$ cat config.mk
export PLATFORM = sky130hd
export DESIGN_NAME = bpfrct_queue
export DESIGN_NICKNAME = d
export VERILOG_FILES = /design/src/hdl/bpfrct_pkg.sv /design/src/hdl/bpfrct_queue.sv
export SDC_FILE = /design/constraint.sdc
export NUM_CORES = 1
export LEC_CHECK = 0
export ABC_AREA = 1
export BUFFER_PORTS_ARGS = -buffer_cell sky130_fd_sc_hd__buf_4
export CORE_MARGIN = 2
export CORE_UTILIZATION = 58
export CTS_BUF_LIST = sky130_fd_sc_hd__clkbuf_4 sky130_fd_sc_hd__clkbuf_8
export DETAILED_ROUTE_END_ITERATION = 7
export PLACE_DENSITY = 0.87
export RECOVER_POWER = 100
export SYNTH_ARGS = -nofsm -noshare
export SYNTH_HDL_FRONTEND = slang
export SYNTH_SLANG_ARGS = --single-unit
$ cat constraint.sdc
create_clock -name clk_i -period 8.6 [get_ports clk_i]
set_input_delay 1.29 -clock clk_i [delete_from_list [all_inputs] [get_ports clk_i]]
set_output_delay 1.29 -clock clk_i [all_outputs]
set_load 0.03 [all_outputs]
$ cat src/hdl/bpfrct_pkg.sv
package bpfrct_pkg;

  localparam int MAX_STATEMENTS = 1024;
  localparam int SCRATCH_WORDS  = 16;
  localparam int NUM_SLOTS      = 2 + SCRATCH_WORDS;
  localparam int SLOT_W         = $clog2(NUM_SLOTS);
  localparam int CLS_W          = 2 * NUM_SLOTS;
  localparam int ADDR_W         = $clog2(MAX_STATEMENTS);
  localparam int IDX_W          = 10;
  localparam int SUCC_W         = IDX_W + 1;
  localparam int ARCH_W         = 32;
  localparam int QUEUE_DEPTH    = 2;
  localparam int QPTR_W         = (QUEUE_DEPTH > 1) ? $clog2(QUEUE_DEPTH) : 1;
  localparam int QCNT_W         = $clog2(QUEUE_DEPTH + 1);

  localparam logic [1:0] CLS_NONE  = 2'd0;
  localparam logic [1:0] CLS_ARCH  = 2'd1;
  localparam logic [1:0] CLS_SYSNR = 2'd2;
  localparam logic [1:0] CLS_MIXED = 2'd3;

  localparam logic [ARCH_W-1:0] ARCH_NONE  = ARCH_W'(0);
  localparam logic [ARCH_W-1:0] ARCH_MIXED = ARCH_W'(3);

  localparam logic [1:0] OPND_NONE  = 2'd0;
  localparam logic [1:0] OPND_ARCH  = 2'd1;
  localparam logic [1:0] OPND_SYSNR = 2'd2;

  localparam logic [1:0] DST_A   = 2'd0;
  localparam logic [1:0] DST_X   = 2'd1;
  localparam logic [1:0] DST_MEM = 2'd2;

  localparam logic [2:0] SRC_A     = 3'd0;
  localparam logic [2:0] SRC_X     = 3'd1;
  localparam logic [2:0] SRC_MEM   = 3'd2;
  localparam logic [2:0] SRC_SYSNR = 3'd3;
  localparam logic [2:0] SRC_ARCH  = 3'd4;

  localparam logic [1:0] CMP_EQ = 2'd0;
  localparam logic [1:0] CMP_NE = 2'd1;

  localparam logic [SLOT_W-1:0] SLOT_A   = SLOT_W'(0);
  localparam logic [SLOT_W-1:0] SLOT_X   = SLOT_W'(1);
  localparam logic [SLOT_W-1:0] SLOT_MEM = SLOT_W'(2);

  typedef enum logic [1:0] {
    OP_START  = 2'd0,
    OP_ASSIGN = 2'd1,
    OP_JUMP   = 2'd2,
    OP_RETURN = 2'd3
  } op_e;

  typedef logic [ADDR_W-1:0] addr_t;

  typedef struct packed {
    op_e               op;
    logic              pc_ok;
    addr_t             pc;
    logic              err;
    addr_t             succ1;
    logic              succ1_ok;
    addr_t             succ2;
    logic              succ2_ok;
    logic              cond;
    logic [1:0]        cmp;
    logic [ARCH_W-1:0] cval;
    logic              dst_en;
    logic [SLOT_W-1:0] dst_slot;
    logic              src_en;
    logic [SLOT_W-1:0] src_slot;
    logic [1:0]        src_cls;
  } cmd_t;

  typedef struct packed {
    logic [CLS_W-1:0]  cls;
    logic [ARCH_W-1:0] arch;
  } entry_t;

  function automatic logic [1:0] merge_one(logic [1:0] d, logic [1:0] s);
    logic [1:0] r;
    if (d == CLS_NONE) begin
      r = s;
    end else if (d != s) begin
      r = CLS_MIXED;
    end else begin
      r = d;
    end
    return r;
  endfunction

  function automatic logic [CLS_W-1:0] merge_cls(logic [CLS_W-1:0] d, logic [CLS_W-1:0] s);
    logic [CLS_W-1:0] r;
    for (int i = 0; i < NUM_SLOTS; i++) begin
      r[2*i +: 2] = merge_one(d[2*i +: 2], s[2*i +: 2]);
    end
    return r;
  endfunction

  function automatic logic [ARCH_W-1:0] merge_arch(logic [ARCH_W-1:0] d, logic [ARCH_W-1:0] v);
    logic [ARCH_W-1:0] r;
    if (d == ARCH_NONE) begin
      r = v;
    end else if (d != v) begin
      r = ARCH_MIXED;
    end else begin
      r = d;
    end
    return r;
  endfunction

endpackage

$ cat src/hdl/bpfrct_queue.sv
module bpfrct_queue import bpfrct_pkg::*; (
  input  logic clk_i,
  input  logic rst_ni,
  input  logic push_i,
  input  cmd_t cmd_i,
  output logic full_o,
  input  logic pop_i,
  output cmd_t head_o,
  output logic empty_o
);

  cmd_t              slots_q [QUEUE_DEPTH];
  logic [QPTR_W-1:0] wr_ptr_q, wr_ptr_d;
  logic [QPTR_W-1:0] rd_ptr_q, rd_ptr_d;
  logic [QCNT_W-1:0] cnt_q, cnt_d;

  function automatic logic [QPTR_W-1:0] ptr_inc(logic [QPTR_W-1:0] p);
    return (p == QPTR_W'(QUEUE_DEPTH - 1)) ? '0 : p + QPTR_W'(1);
  endfunction

  assign full_o  = cnt_q == QCNT_W'(QUEUE_DEPTH);
  assign empty_o = cnt_q == '0;
  assign head_o  = slots_q[rd_ptr_q];

  always_comb begin
    wr_ptr_d = push_i ? ptr_inc(wr_ptr_q) : wr_ptr_q;
    rd_ptr_d = pop_i ? ptr_inc(rd_ptr_q) : rd_ptr_q;
    cnt_d    = cnt_q + QCNT_W'(push_i) - QCNT_W'(pop_i);
  end

  always_ff @(posedge clk_i or negedge rst_ni) begin
    if (!rst_ni) begin
      wr_ptr_q <= '0;
      rd_ptr_q <= '0;
      cnt_q    <= '0;
    end else begin
      wr_ptr_q <= wr_ptr_d;
      rd_ptr_q <= rd_ptr_d;
      cnt_q    <= cnt_d;
    end
  end

  always_ff @(posedge clk_i) begin
    if (push_i) begin
      slots_q[wr_ptr_q] <= cmd_i;
    end
  end

endmodule

# == Word-level counts from Yosys, hierarchy flattened ==
# Memories as Yosys holds them, arrays and structs flattened.
# Index checks and enable logic that the tools add are counted.
# totals
register_bits,4
mem_bits_rw,170
input_bits,89
memories,1
# op_classes
add_sub_neg,4
eq_ne,1
mux,4
n_reduce_logical,1
# memory_table
memory,depth,width,read_ports,rd_ports_with_merged_regs,wr,line,rtl
slots_q,2,85,1,0,1,bpfrct_queue.sv:12,cmd_t slots_q [QUEUE_DEPTH];
# op_table
op,count
1-bit 2-to-1 mux,4
1-bit adder (second input constant),2
2-bit by 1-bit adder with 2-bit output,1
2-bit == test (second input constant),1
2-bit zero test,1
2-bit by 1-bit subtractor with 2-bit output,1

# == Depth between registers and ports, before layout ==
# depth
word_depth,2
ltp_mapped,7

# == Worst setup path before layout ==
# No wires, ideal clock.
# synth_path
path_kind,input port to flip-flop
start,in push_i
end,"mem slots_q[0][0] (netlist bit), enable pin"
arrival_ns,4.890
required_time_ns,8.069
setup_slack_ns,3.179
cell_stages,2
path_buffers,0
path_cell_list,inv_1 > nor2_1
# synth_between
elab_chain_len,2
# synth_rtl
item,line,rtl
"start, declared",bpfrct_queue.sv:4,"input logic push_i,"
1-bit 2-to-1 mux,bpfrct_queue.sv:44,if (push_i) begin
1-bit 2-to-1 mux (not written as such),bpfrct_queue.sv:45,slots_q[wr_ptr_q] <= cmd_i;
"end, declared",bpfrct_queue.sv:12,
# Every way passes these cells.

# == Worst setup path after layout ==
# layout_path
start,in push_i
end,"mem slots_q[0][81] (netlist bit), enable pin"
# Same word-level chain as after synthesis.

==> summary.md <==
| Metric | Value |
|---|---|
| Worst vdd rail ir drop | 0.261 mV |
| Final WS setup | 3.44 ns |
| R2R Setup Slk | 4.12 ns |
| Row count | 38 |
| Worst Hold Class | reg -> reg |
| Area growth from synthesis to layout | 21.2% |
| Avg WL per Cell | 14.9 um |
| Root buffer cell | clkbuf_8 |
| Violated checks | max-capacitance violations, max-slew violations |
| DP Area | 7940 um^2 |
| CTS tree | built |
| Residual DRC | 0 |
| Drt pass-1 iters | 4 |
| Syn_nets | 560 |
| Most frequent cells after synthesis | 170 x edfxtp_1, 92 x inv_1, 87 x nand2_1 |
| # hold bufs at CTS | 0 |
| Die W | 111 um |
| Reg2reg path depth | 3 |
| Post-CTS resize count | 0 |
| CP Launch Type | input port |
| GRT Overall Usage | 19.9% |
| Reg-to-reg critical path startpoint | wr_ptr_q |
| Power per cell area | 353 nW/um^2 |
| CP endpoint kind | flip-flop |
| Top FF cell, synth | edfxtp_1 |
| TritonCTS Sinks | 174 |
| Dpl ws | 5.05 ns |
| Max_cap viols | 2 |
| Synthesized area | 6590 um^2 |
| Final setup viols | 0 |
| Worst Path Max Fanout | 85 |
| Slew Limit Fails | 172 |
| Cell accounting for the most synthesized area | edfxtp_1 |
| Synthesis warning total | 0 |
| Vias per inst | 4.91 |
| Worst clock skew | 0.0113 ns |
| Sequential share of the synthesized area | 79.0% |
| Min Tclk post-route | 5.16 ns |
| Top cell type's share of synthesized area | 77.5% |
| Leak pwr | 0.00320 uW |
| Initial antenna violation count | 0 |
| Asr flop ratio synth | 2.30% |
| Crit Path Category | in -> reg |
| Total CTS buffers | 17 |
| Vert. Die Dim | 111 um |
| Clock transition at path regs | 0.09 ns |
| Netlist cell types | 16 |
| Slew headroom | -220% |
| Largest net degree at the start of global routing | 128 |
| Final hold slack | 0.569 ns |
| Vias | 3,929 |
| CP required | 8.53 ns |
| Status | finished, violations left |
| First-pass GRT wire length | 18.8 mm |
| RePlAce Congestion | 0.808 |
| Final wirelength | 11.9 mm |
| Fin nets | 738 |
| Vias in the first global route | 3,863 |
| Peak Freq | 0.194 GHz |
| Hold Fails Final Rpt | 0 |
| Ant. Diodes | 0 |
| Postcts setup bufs | 0 |
| Buffers on Ports | 175 |
| Synth Register Bits | 174 |
| Initial Util | 60.0% |
| Total congestion overflow | 0 |
| CTS Buffer Depth | 2 |
| Core Util, Final | 72.7% |
| Die area | 12,200 um^2 |
| End of the critical path | slots_q[0][81] |
| ANT nets after route | 0 |
| Avg Synthesized Cell Area | 14.0 um^2 |
| CP startpoint | push_i |
| Number of synthesized flops with an enable pin | 170 |
| Tcrit/Tclk final | 60.0% |
| Syn Inst Count | 469 |
| Final HPWL DP | 7.88 mm |
| Final instance area | 7990 um^2 |
| TNS Setup | 0 ns |
| Arrival time worst endpoint | 5.08 ns |
| Reg2reg end | slots_q[1][6] |
| CORE AREA | 11,000 um^2 |
| Worst-Margin Slew | 4.79 ns |
| Number of top-level pins | 176 |
| H-tree Lvls | 4 |
| Cells on Worst Hold Path | 1 |
| Share of layout cells above drive strength 1 | 21.1% |
| 1st-iter DRT viols | 253 |
| Clk Latency, worst-skew pair | 0.44 ns |
| Top cells by area, synth | edfxtp_1 77%, inv_1 5.2%, nand2_1 5.0%, o21ai_1 4.4%, buf_6 1.5% |
| Top-count cell post-synth | edfxtp_1 |
| RSZ-0062 raised after global routing | no |
-- metrics by stage --
stage                     cells  power (uW)
final                       800        2820
after floorplan             469        2040
after detailed placement    768        2440
after CTS                   800        2950
after global placement      768        2410
after global routing        800        2970
-- layer usage --
| metal | global-route usage (%) | share of wire (%) | up-vias | wire length, um |
|---|---|---|---|---|
| met3 | 6.81 | 6.5 | 16 | 781 |
| li1 | - | - | 1934 | - |
| met2 | 34.0 | 54 | 137 | 6440 |
| met4 | 9.00 | 2.3 | 0 | 272 |
| met1 | 22.8 | 37 | 1842 | 4450 |
| met5 | 0 | 0 | - | 0 |
-- placed cells by master, fill, tap and decap left out, drive strengths merged --
| cell | n |
|---|---|
| bufinv | 1 |
| nand3 | 1 |
| clkinvlp | 6 |
| xor2 | 2 |
| nand2 | 91 |
| clkinv | 4 |
| buf | 30 |
| o21ai | 85 |
| clkbuf | 165 |
| dfrtp | 4 |
| edfxtp | 170 |
| nor2 | 3 |
| ha | 2 |
| inv | 96 |
-- power by group --
part	switching (uW)	leakage [uW]	internal (uW)
registers	69.0	0.00164	1150
logic	813	0.00138	264
clock network	293	0.000176	232
total	1170	0.00320	1650
-- flip-flops by register name, summed over array words and instances (netlist names) --
register  count
cnt_q         2
rd_ptr_q      1
slots_q     170
wr_ptr_q      1
-- critical path: stages --
cell and delay, ns:
clkbuf_1 0.20, inv_1 0.11, nor2_4 0.08, clkbuf_1 3.37
-- worst min path at each step --
stage	start	to	slack, ns
final	wr_ptr_q	wr_ptr_q	0.57
after global routing	wr_ptr_q	wr_ptr_q	0.60
after CTS	wr_ptr_q	wr_ptr_q	0.57
after detailed placement	wr_ptr_q	wr_ptr_q	0.55
after global placement	wr_ptr_q	wr_ptr_q	0.53
after floorplan	wr_ptr_q	wr_ptr_q	0.46
-- final cells by class --
cell class | instances | area (um^2)
sequential | 174 | 5200
fill | 768 | 3000
clock inverter | 15 | 135
inverter | 92 | 347
multi-input combinational | 184 | 877
tap | 140 | 175
timing repair buffer | 178 | 1010
clock buffer | 17 | 234
-- logic make-up (layout without fill, tap and decap cells) --
family / after synthesis / count (layout) / synth area share, %
buf+inv: 111 / 302 / 7.80
compound gates: 85 / 85 / 6.97
simple gates: 95 / 95 / 5.58
flops: 174 / 174 / 79.0
fa+ha+maj: 2 / 2 / 0.380
xor+xnor: 2 / 2 / 0.266
No activity file was read; power rests on OpenSTA's default activity.
