--- config.mk ---
export PLATFORM = sky130hd
export DESIGN_NAME = bpfrct_front
export DESIGN_NICKNAME = d
export VERILOG_FILES = /design/src/hdl/bpfrct_pkg.sv /design/src/hdl/bpfrct_front.sv
export SDC_FILE = /design/constraint.sdc
export NUM_CORES = 1
export LEC_CHECK = 0
export ABC_AREA = 1
export BUFFER_PORTS_ARGS = -buffer_cell sky130_fd_sc_hd__buf_2
export CORE_ASPECT_RATIO = 0.5
export CORE_MARGIN = 10
export CORE_UTILIZATION = 41
export DETAILED_ROUTE_END_ITERATION = 12
export GPL_TIMING_DRIVEN = 0
export PLACE_DENSITY = 0.95
export SLEW_MARGIN = 40
export SYNTH_ARGS = -nofsm -noshare
export SYNTH_HDL_FRONTEND = slang
export SYNTH_SLANG_ARGS = --single-unit
--- constraint.sdc ---
create_clock -name vclk -period 2.25
set_input_delay 0.3375 -clock vclk [all_inputs]
set_output_delay 0.3375 -clock vclk [all_outputs]
set_load 0.03 [all_outputs]
--- src/hdl/bpfrct_pkg.sv ---
package bpfrct_pkg;

  localparam int MAX_STATEMENTS = 1024;
  localparam int SCRATCH_WORDS  = 16;
  localparam int NUM_SLOTS      = 2 + SCRATCH_WORDS;
  localparam int SLOT_W         = $clog2(NUM_SLOTS);
  localparam int CLS_W          = 2 * NUM_SLOTS;
  localparam int ADDR_W         = $clog2(MAX_STATEMENTS);
  localparam int IDX_W          = 10;
  localparam int SUCC_W         = IDX_W + 1;
  localparam int ARCH_W         = 32;
  localparam int QUEUE_DEPTH    = 2;
  localparam int QPTR_W         = (QUEUE_DEPTH > 1) ? $clog2(QUEUE_DEPTH) : 1;
  localparam int QCNT_W         = $clog2(QUEUE_DEPTH + 1);

  localparam logic [1:0] CLS_NONE  = 2'd0;
  localparam logic [1:0] CLS_ARCH  = 2'd1;
  localparam logic [1:0] CLS_SYSNR = 2'd2;
  localparam logic [1:0] CLS_MIXED = 2'd3;

  localparam logic [ARCH_W-1:0] ARCH_NONE  = ARCH_W'(0);
  localparam logic [ARCH_W-1:0] ARCH_MIXED = ARCH_W'(3);

  localparam logic [1:0] OPND_NONE  = 2'd0;
  localparam logic [1:0] OPND_ARCH  = 2'd1;
  localparam logic [1:0] OPND_SYSNR = 2'd2;

  localparam logic [1:0] DST_A   = 2'd0;
  localparam logic [1:0] DST_X   = 2'd1;
  localparam logic [1:0] DST_MEM = 2'd2;

  localparam logic [2:0] SRC_A     = 3'd0;
  localparam logic [2:0] SRC_X     = 3'd1;
  localparam logic [2:0] SRC_MEM   = 3'd2;
  localparam logic [2:0] SRC_SYSNR = 3'd3;
  localparam logic [2:0] SRC_ARCH  = 3'd4;

  localparam logic [1:0] CMP_EQ = 2'd0;
  localparam logic [1:0] CMP_NE = 2'd1;

  localparam logic [SLOT_W-1:0] SLOT_A   = SLOT_W'(0);
  localparam logic [SLOT_W-1:0] SLOT_X   = SLOT_W'(1);
  localparam logic [SLOT_W-1:0] SLOT_MEM = SLOT_W'(2);

  typedef enum logic [1:0] {
    OP_START  = 2'd0,
    OP_ASSIGN = 2'd1,
    OP_JUMP   = 2'd2,
    OP_RETURN = 2'd3
  } op_e;

  typedef logic [ADDR_W-1:0] addr_t;

  typedef struct packed {
    op_e               op;
    logic              pc_ok;
    addr_t             pc;
    logic              err;
    addr_t             succ1;
    logic              succ1_ok;
    addr_t             succ2;
    logic              succ2_ok;
    logic              cond;
    logic [1:0]        cmp;
    logic [ARCH_W-1:0] cval;
    logic              dst_en;
    logic [SLOT_W-1:0] dst_slot;
    logic              src_en;
    logic [SLOT_W-1:0] src_slot;
    logic [1:0]        src_cls;
  } cmd_t;

  typedef struct packed {
    logic [CLS_W-1:0]  cls;
    logic [ARCH_W-1:0] arch;
  } entry_t;

  function automatic logic [1:0] merge_one(logic [1:0] d, logic [1:0] s);
    logic [1:0] r;
    if (d == CLS_NONE) begin
      r = s;
    end else if (d != s) begin
      r = CLS_MIXED;
    end else begin
      r = d;
    end
    return r;
  endfunction

  function automatic logic [CLS_W-1:0] merge_cls(logic [CLS_W-1:0] d, logic [CLS_W-1:0] s);
    logic [CLS_W-1:0] r;
    for (int i = 0; i < NUM_SLOTS; i++) begin
      r[2*i +: 2] = merge_one(d[2*i +: 2], s[2*i +: 2]);
    end
    return r;
  endfunction

  function automatic logic [ARCH_W-1:0] merge_arch(logic [ARCH_W-1:0] d, logic [ARCH_W-1:0] v);
    logic [ARCH_W-1:0] r;
    if (d == ARCH_NONE) begin
      r = v;
    end else if (d != v) begin
      r = ARCH_MIXED;
    end else begin
      r = d;
    end
    return r;
  endfunction

endpackage

--- src/hdl/bpfrct_front.sv ---
module bpfrct_front import bpfrct_pkg::*; (
  input  logic              in_valid_i,
  output logic              in_ready_o,
  input  logic [1:0]        op_i,
  input  logic [IDX_W-1:0]  stmt_index_i,
  input  logic [1:0]        dest_kind_i,
  input  logic [2:0]        src_kind_i,
  input  logic              plain_assign_i,
  input  logic [3:0]        dest_mem_index_i,
  input  logic [3:0]        src_mem_index_i,
  input  logic              conditional_i,
  input  logic [IDX_W-1:0]  true_offset_i,
  input  logic [IDX_W-1:0]  false_offset_i,
  input  logic [1:0]        compare_kind_i,
  input  logic [ARCH_W-1:0] compare_value_i,
  input  logic              clearing_i,
  input  logic              q_full_i,
  output logic              q_push_o,
  output cmd_t              q_cmd_o
);

  logic              pc_ok;
  logic [SUCC_W-1:0] nxt;
  logic [SUCC_W-1:0] jt;
  logic [SUCC_W-1:0] jf;
  logic              nxt_ok;
  logic              jt_ok;
  logic              jf_ok;
  cmd_t              cmd;

  assign in_ready_o = !q_full_i && !clearing_i;
  assign q_push_o   = in_valid_i && in_ready_o;
  assign q_cmd_o    = cmd;

  assign pc_ok  = 32'(stmt_index_i) < 32'(MAX_STATEMENTS);
  assign nxt    = SUCC_W'(stmt_index_i) + SUCC_W'(1);
  assign jt     = SUCC_W'(stmt_index_i) + SUCC_W'(true_offset_i) + SUCC_W'(1);
  assign jf     = SUCC_W'(stmt_index_i) + SUCC_W'(false_offset_i) + SUCC_W'(1);
  assign nxt_ok = 32'(nxt) < 32'(MAX_STATEMENTS);
  assign jt_ok  = 32'(jt) < 32'(MAX_STATEMENTS);
  assign jf_ok  = 32'(jf) < 32'(MAX_STATEMENTS);

  always_comb begin
    cmd       = '0;
    cmd.op    = op_e'(op_i);
    cmd.pc    = addr_t'(stmt_index_i);
    cmd.pc_ok = pc_ok;
    case (cmd.op)
      OP_ASSIGN: begin
        cmd.succ1    = addr_t'(nxt);
        cmd.succ1_ok = pc_ok && nxt_ok;
        cmd.err      = !pc_ok || !nxt_ok;
        // source class
        if (!plain_assign_i) begin
          cmd.src_cls = CLS_MIXED;
        end else begin
          case (src_kind_i)
            SRC_SYSNR: cmd.src_cls = CLS_SYSNR;
            SRC_ARCH:  cmd.src_cls = CLS_ARCH;
            SRC_A: begin
              cmd.src_en   = 1'b1;
              cmd.src_slot = SLOT_A;
            end
            SRC_X: begin
              cmd.src_en   = 1'b1;
              cmd.src_slot = SLOT_X;
            end
            SRC_MEM: begin
              if (32'(src_mem_index_i) < 32'(SCRATCH_WORDS)) begin
                cmd.src_en   = 1'b1;
                cmd.src_slot = SLOT_MEM + SLOT_W'(src_mem_index_i);
              end else begin
                cmd.src_cls = CLS_MIXED;
              end
            end
            default: cmd.src_cls = CLS_MIXED;
          endcase
        end
        // destination slot
        case (dest_kind_i)
          DST_A: begin
            cmd.dst_en   = 1'b1;
            cmd.dst_slot = SLOT_A;
          end
          DST_X: begin
            cmd.dst_en   = 1'b1;
            cmd.dst_slot = SLOT_X;
          end
          DST_MEM: begin
            cmd.dst_en   = 32'(dest_mem_index_i) < 32'(SCRATCH_WORDS);
            cmd.dst_slot = SLOT_MEM + SLOT_W'(dest_mem_index_i);
          end
          default: cmd.dst_en = 1'b0;
        endcase
      end
      OP_JUMP: begin
        cmd.succ1    = addr_t'(jt);
        cmd.succ1_ok = pc_ok && jt_ok;
        cmd.succ2    = addr_t'(jf);
        cmd.succ2_ok = pc_ok && conditional_i && jf_ok;
        cmd.err      = !pc_ok || !jt_ok || (conditional_i && !jf_ok);
        cmd.cond     = conditional_i;
        cmd.cmp      = compare_kind_i;
        cmd.cval     = compare_value_i;
      end
      OP_RETURN: cmd.err = !pc_ok;
      default:   cmd.err = 1'b0;
    endcase
  end

endmodule

Word level (Yosys, flattened, before mapping). Cells that the tools add are included.

Eq/ne operators: 8. Magnitude comparators: 3. Reductions and logical operators: 14. Multiplexer cells: 10. $add $sub $neg: 7.

Operators with widths (count): $mux W46 (1); $lt A11 B11 Y1 const B (3); $add A10 B10 Y11 (2); $add A11 B1 Y11 const B (2); $pmux W11 S2 (1); $pmux W6 S3 (1); $mux W14 (1); $add A10 B1 Y11 const B (1); $add A2 B4 Y5 const A (2); $pmux W5 S2 (1); $eq A3 B2 Y1 const B (2); $mux W6 (1); $pmux W2 S3 (1); $reduce_or A3 Y1 (2); $logic_not A1 Y1 (5); $eq A2 B1 Y1 const B (2); $eq A2 B2 Y1 const B (2); $logic_and A1 B1 Y1 (4); $eq A3 B1 Y1 const B (1); $eq A3 B3 Y1 const B (1); $logic_not A3 Y1 (1); $logic_not A2 Y1 (1); $mux W2 (1); $pmux W1 S2 (1); 2 further kinds (2).

Output and inout port bits: 87. Register bits: 0. Logic and storage cells: 42.

Logic depth before layout (Yosys ltp). Gate-level depths: netlist of the first run.

Depth after elaboration: 7. Mapped depth: 11. Depth with buffers taken out: 11.

Least setup slack after synthesis of the first run. No wires, ideal clock.

Path kind: input port to output port. Start: input port stmt_index_i[0]. End: output port q_cmd_o[69] (netlist bit). Cell stages on the path: 10. Arrival time: 1.942 ns. Path slack: -0.030 ns. Required time: 1.913 ns. Cell sequence: inv_1 > ha_1 > fa_1 > inv_1 > nand3_1 > nand3_1 > nand2_1 > nand3b_1 > nand3_1 > a21oi_1.

RTL lines: from (decl) (RTL line bpfrct_front.sv:5) `input logic [IDX_W-1:0] stmt_index_i,`; to (decl) (RTL line bpfrct_front.sv:19) `output cmd_t q_cmd_o`.

==> impl_metrics.toml, run 1 <==
[route]
drc = 0
wl_um = 8420
drtPass1Iterations = 7
drtIter0Drc = 150
vias = 3154
postRouteAntennaNets = 0
via_per_inst = 4.98
wire_per_inst_um = 13.3

[floorplan]
num_rows = 18
ios = 171
die_h_um = 70.0
core_mm2 = 0.00489
start_util = 0.420
fp.dieW_um = 120
die-area_mm2 = 0.00841

[timing]
hold_viol = 0
setup_viol = 0
rsz0062_at_grt = "yes"
fin_crit_sh = 0.968
slew_violations = 0
period_needed_ns = 2.18
fmax_mhz = 459

[setup_path]
path_class = "in2out"
crit_arrival_ns = 1.84
cp_max_fo = 6
worst_setup_path_end_kind = "output port"
crit_path_start_kind = "primary input"
crit_required_ns = 1.91

[min_path]
hp-class = "in2out"

[synth]
synth.area.top_cells = "nand2_1 (20%), ha_1 (17%), inv_1 (14%)"
avgSynthCellArea_um2 = 5.23
synthesis.area_mm2 = 0.00205
ys_seq_area_frac = 0
synthDistinctLibCells = 35
synthCells = 392
synth_nets = 506
synth_most_common_cell = "nand2_1"
yosysTopAreaCellShare = 0.198
yosysTopAreaCell = "nand2_1"
ys.warnings.count = 0
synthTopCellsByCount = "nand2_1 (108), inv_1 (78), nor2_1 (40), a21oi_1 (31), nand3_1 (30)"

[finish]
finalInstanceArea_mm2 = 0.00314
num-clock-buffers = 0
n_sequential_cell = 0
nets = 679
syn_to_final_growth_pct = 53.0
seqCellArea_um2 = 0
drive_gt1_frac = 0.401
antenna_cells = 0
final_cells = 633

[power_and_ir_drop]
p_leak_nw = 2.11
peakVddDrop_mv = 0.109
power.density_mw_per_mm2 = 247

[global_routing]
grt_pass1_vias = 2927
grt_max_degree = 11
track_usage = 0.174
grt_overflow = 0
grt_pass1_wl_um = 13000
antenna_found_initial = 0

[run]
maxCapViolations = 0

[placement]
placed_cell_area_mm2 = 0.00300
gp_congestion = 0.899
dp.cells = 632
port_buffers = 170
dp_hpwl_um = 7080

[status]
status = "finished, final reports clean"

[clocking]
ctsHoldBuffers = 0
## worst max-delay path, cell delays in order
cell,delay (ns)
buf_2,0.16
ha_1,0.38
nand2_1,0.11
nor2_1,0.14
nand3_1,0.13
nand4_1,0.12
nand3_1,0.12
a21oi_2,0.14
clkbuf_4,0.20
## cells in the final DEF (no fill, tap or decap), drive strengths merged, types with 6 or more instances in the layout
cell,n
nand2,109
inv,80
buf,186
clkbuf,6
nand4,6
a21oi,35
nor2,42
ha,28
nand3,30
o21ai,10
## final cells by class
class,instances,area [um2]
buffer,21,135
fill,423,1750
inverter,80,300
multi-input combinational,291,1720
tap,70,87.6
timing repair buffer,171,892
## cell families after synthesis
family,count (synthesis),share of synthesized area
buf+inv,101,0.212
fa+ha+maj,30,0.190
simple gates,197,0.407
compound gates,57,0.163
xor+xnor,6,0.0256
other cells,1,0.00183
## layer usage
metal  track usage  part of all wire  routed length (um)
met4        0.0213             0.019                 156
met2         0.379              0.56                4700
met3        0.0249             0.089                 746
met1         0.169              0.33                2820
met5             0                 0                   0
## through the flow
stage | setup TNS, ns | power (mW) | hold slack (ns) | setup slack, ns | util
2_1_floorplan | 0 | 0.488 | 0.782 | 0.0214 | -
3_3_place_gp | -0.530 | 0.701 | 0.953 | -0.196 | 0.613
3_5_place_dp | -0.668 | 0.719 | 0.960 | -0.225 | 0.613
4_1_cts | 0 | 0.730 | 0.961 | 0.0179 | 0.619
5_1_grt | -0.149 | 0.846 | 0.975 | -0.102 | 0.642
6_report | 0 | 0.775 | 0.959 | 0.0710 | 0.642
## power breakdown
group          internal, mW  switching [mW]  total [mW]
registers                 0               0           0
clock network             0               0           0
logic                 0.285           0.489       0.775
## path summary, 6_finish.rpt
check                           start     endpoint  depth (start not counted)
worst max-delay path  stmt_index_i[5]  q_cmd_o[70]                          9
worst min-delay path       clearing_i   in_ready_o                          3
## timing repair
item | CTS | global route
resized for setup | 10 | 30
setup endpoints to repair | 6 | 11
setup buffers | 1 | 0
pin swaps | 1 | 4
Power figures use the tool's default switching activity.
==> run 2: changes to the inputs <==
- ABC_AREA: 1 -> default
- CORE_UTILIZATION: 41 -> 40
==> impl_metrics.toml, run 2 <==
[power_and_ir_drop]
p_leak_nw = 1.73
peakVddDrop_mv = 0.112
power.density_mw_per_mm2 = 275

[min_path]
hp-class = "in2out"
hold_depth = 3
min-delay-start = "clearing_i"
hold_end = "in_ready_o"

[finish]
fill_cells = 286
nets = 583
n_sequential_cell = 0
num-clock-buffers = 0
final_common_cell = "buf_2"
syn_to_final_growth_pct = 77.0
final_cell_mix = "buf_2 (147), buf_4 (39), and2_1 (36), nor2_1 (29), nand2_1 (18)"
seqCellArea_um2 = 0
fin_util = 0.748
antenna_cells = 0
drive_gt1_frac = 0.542

[setup_path]
crit_path_start_kind = "primary input"
crit_required_ns = 1.91
cp_max_fo = 3
worst_setup_path_end_kind = "output port"
crit_arrival_ns = 2.26
path_class = "in2out"

[route]
drtPass1Iterations = 6
wire_per_inst_um = 21.7
drtIter0Drc = 375
postRouteAntennaNets = 0
vias = 3162
drc = 0
via_per_inst = 6.03
wl_um = 11400

[floorplan]
num_rows = 17
ios = 171
fp.dieW_um = 117
core_mm2 = 0.00447
die_h_um = 68.6
start_util = 0.423
die-area_mm2 = 0.00803

[synth]
synthesis.area_mm2 = 0.00189
yosysTopAreaCellShare = 0.186
synth_most_common_cell = "and2_1"
yosysTopAreaCell = "ha_1"
synthTopCellsByCount = "and2_1 (36), nor2_1 (29), ha_1 (28), nand2_1 (18)"
synthDistinctLibCells = 49
synthCells = 281
avgSynthCellArea_um2 = 6.72
synth_nets = 395
ys.warnings.count = 0
ys_seq_area_frac = 0
synth.area.top_cells = "ha_1 (19%), and2_1 (12%), nor2_1 (5.8%)"

[global_routing]
grt_pass1_wl_um = 15400
track_usage = 0.235
grt_overflow = 0
antenna_found_initial = 0
grt_max_degree = 11
grt_pass1_vias = 3027

[timing]
slew_headroom = 0.655
slew_violations = 0
worst_slew_pin_slew_ns = 0.518
fmax_mhz = 385
hold_viol = 0
rsz0062_at_grt = "yes"
final.setup.worst_slack_ns = -0.350
setup_viol = 15
period_needed_ns = 2.60
fin_crit_sh = 1.16

[placement]
gp_congestion = 0.856
port_buffers = 170
dp_hpwl_um = 6840
dp_slack_ns = -0.392

[clocking]
ctsHoldBuffers = 0

[status]
violations = "setup timing"
status = "finished, violations left"

[run]
maxCapViolations = 0
run 2: worst max path at each step:
| stage | start | to | slack (ns) | depth (start not counted) |
|---|---|---|---|---|
| after floorplan | stmt_index_i[0] | q_cmd_o[56] | -0.02 | 8 |
| after global placement | stmt_index_i[0] | q_cmd_o[71] | -0.34 | 10 |
| after detailed placement | stmt_index_i[0] | q_cmd_o[71] | -0.39 | 10 |
| after CTS | stmt_index_i[0] | q_cmd_o[71] | -0.16 | 10 |
| after global routing | stmt_index_i[0] | q_cmd_o[69] | -0.34 | 11 |
| final | stmt_index_i[0] | q_cmd_o[71] | -0.35 | 10 |
run 2: area by class of cell:
| cell class | count | area, um2 | share of cell area |
|---|---|---|---|
| repair buffers | 186 | 1090 | 0.327 |
| multi-input cells | 243 | 1970 | 0.590 |
| plain buffers | 21 | 133 | 0.0397 |
| well taps | 57 | 71.3 | 0.0213 |
| inverters | 17 | 73.8 | 0.0221 |
run 2: repair_timing:
item                       4_1_cts  5_1_grt
resized for setup               52       42
setup buffers                    8        9
hold endpoints to repair         0        0
setup endpoints to repair       16       19
pin swaps                       18       27
run 2: cell families after synthesis:
logic type,synth area share
buffers and inverters,0.101
muxes,0.0106
other,0.00199
and+or+nand+nor,0.378
AOI/OAI and AO/OA,0.251
adders and majority gates,0.207
xor gates and xnor gates,0.0510
run 2: power breakdown:
| part | internal (mW) | total [mW] | switching, mW |
|---|---|---|---|
| registers | 0 | 0 | 0 |
| logic | 0.378 | 0.920 | 0.542 |
| clock network | 0 | 0 | 0 |
| total | 0.378 | 0.920 | 0.542 |
run 2: critical path, stage by stage:
cell	delay, ns
buf_8	0.11
inv_8	0.05
ha_4	0.13
fa_2	0.20
and2b_1	0.19
o211ai_1	0.29
a31o_2	0.29
a31oi_4	0.12
a221o_2	0.40
buf_6	0.14
run 2: per-stage QoR:
step	instances	hold WS [ns]	power [mW]	instance area, um2	TNS [ns]
finish	524	0.949	0.920	3340	-2.53
global route	524	0.978	0.966	3340	-2.89
CTS	516	0.954	0.784	3140	-0.880
detailed placement	508	0.954	0.705	2860	-2.63
global placement	508	0.948	0.688	2860	-2.11
floorplan	281	0.787	0.476	1940	-0.0213
run 2: metal layers:
metal | vias to the layer above | share of wire | GRT usage
met2 | 340 | 0.45 | 0.421
li1 | 1353 | - | -
met3 | 97 | 0.15 | 0.0680
met1 | 1372 | 0.34 | 0.251
met4 | 0 | 0.071 | 0.130
met5 | - | 0 | 0
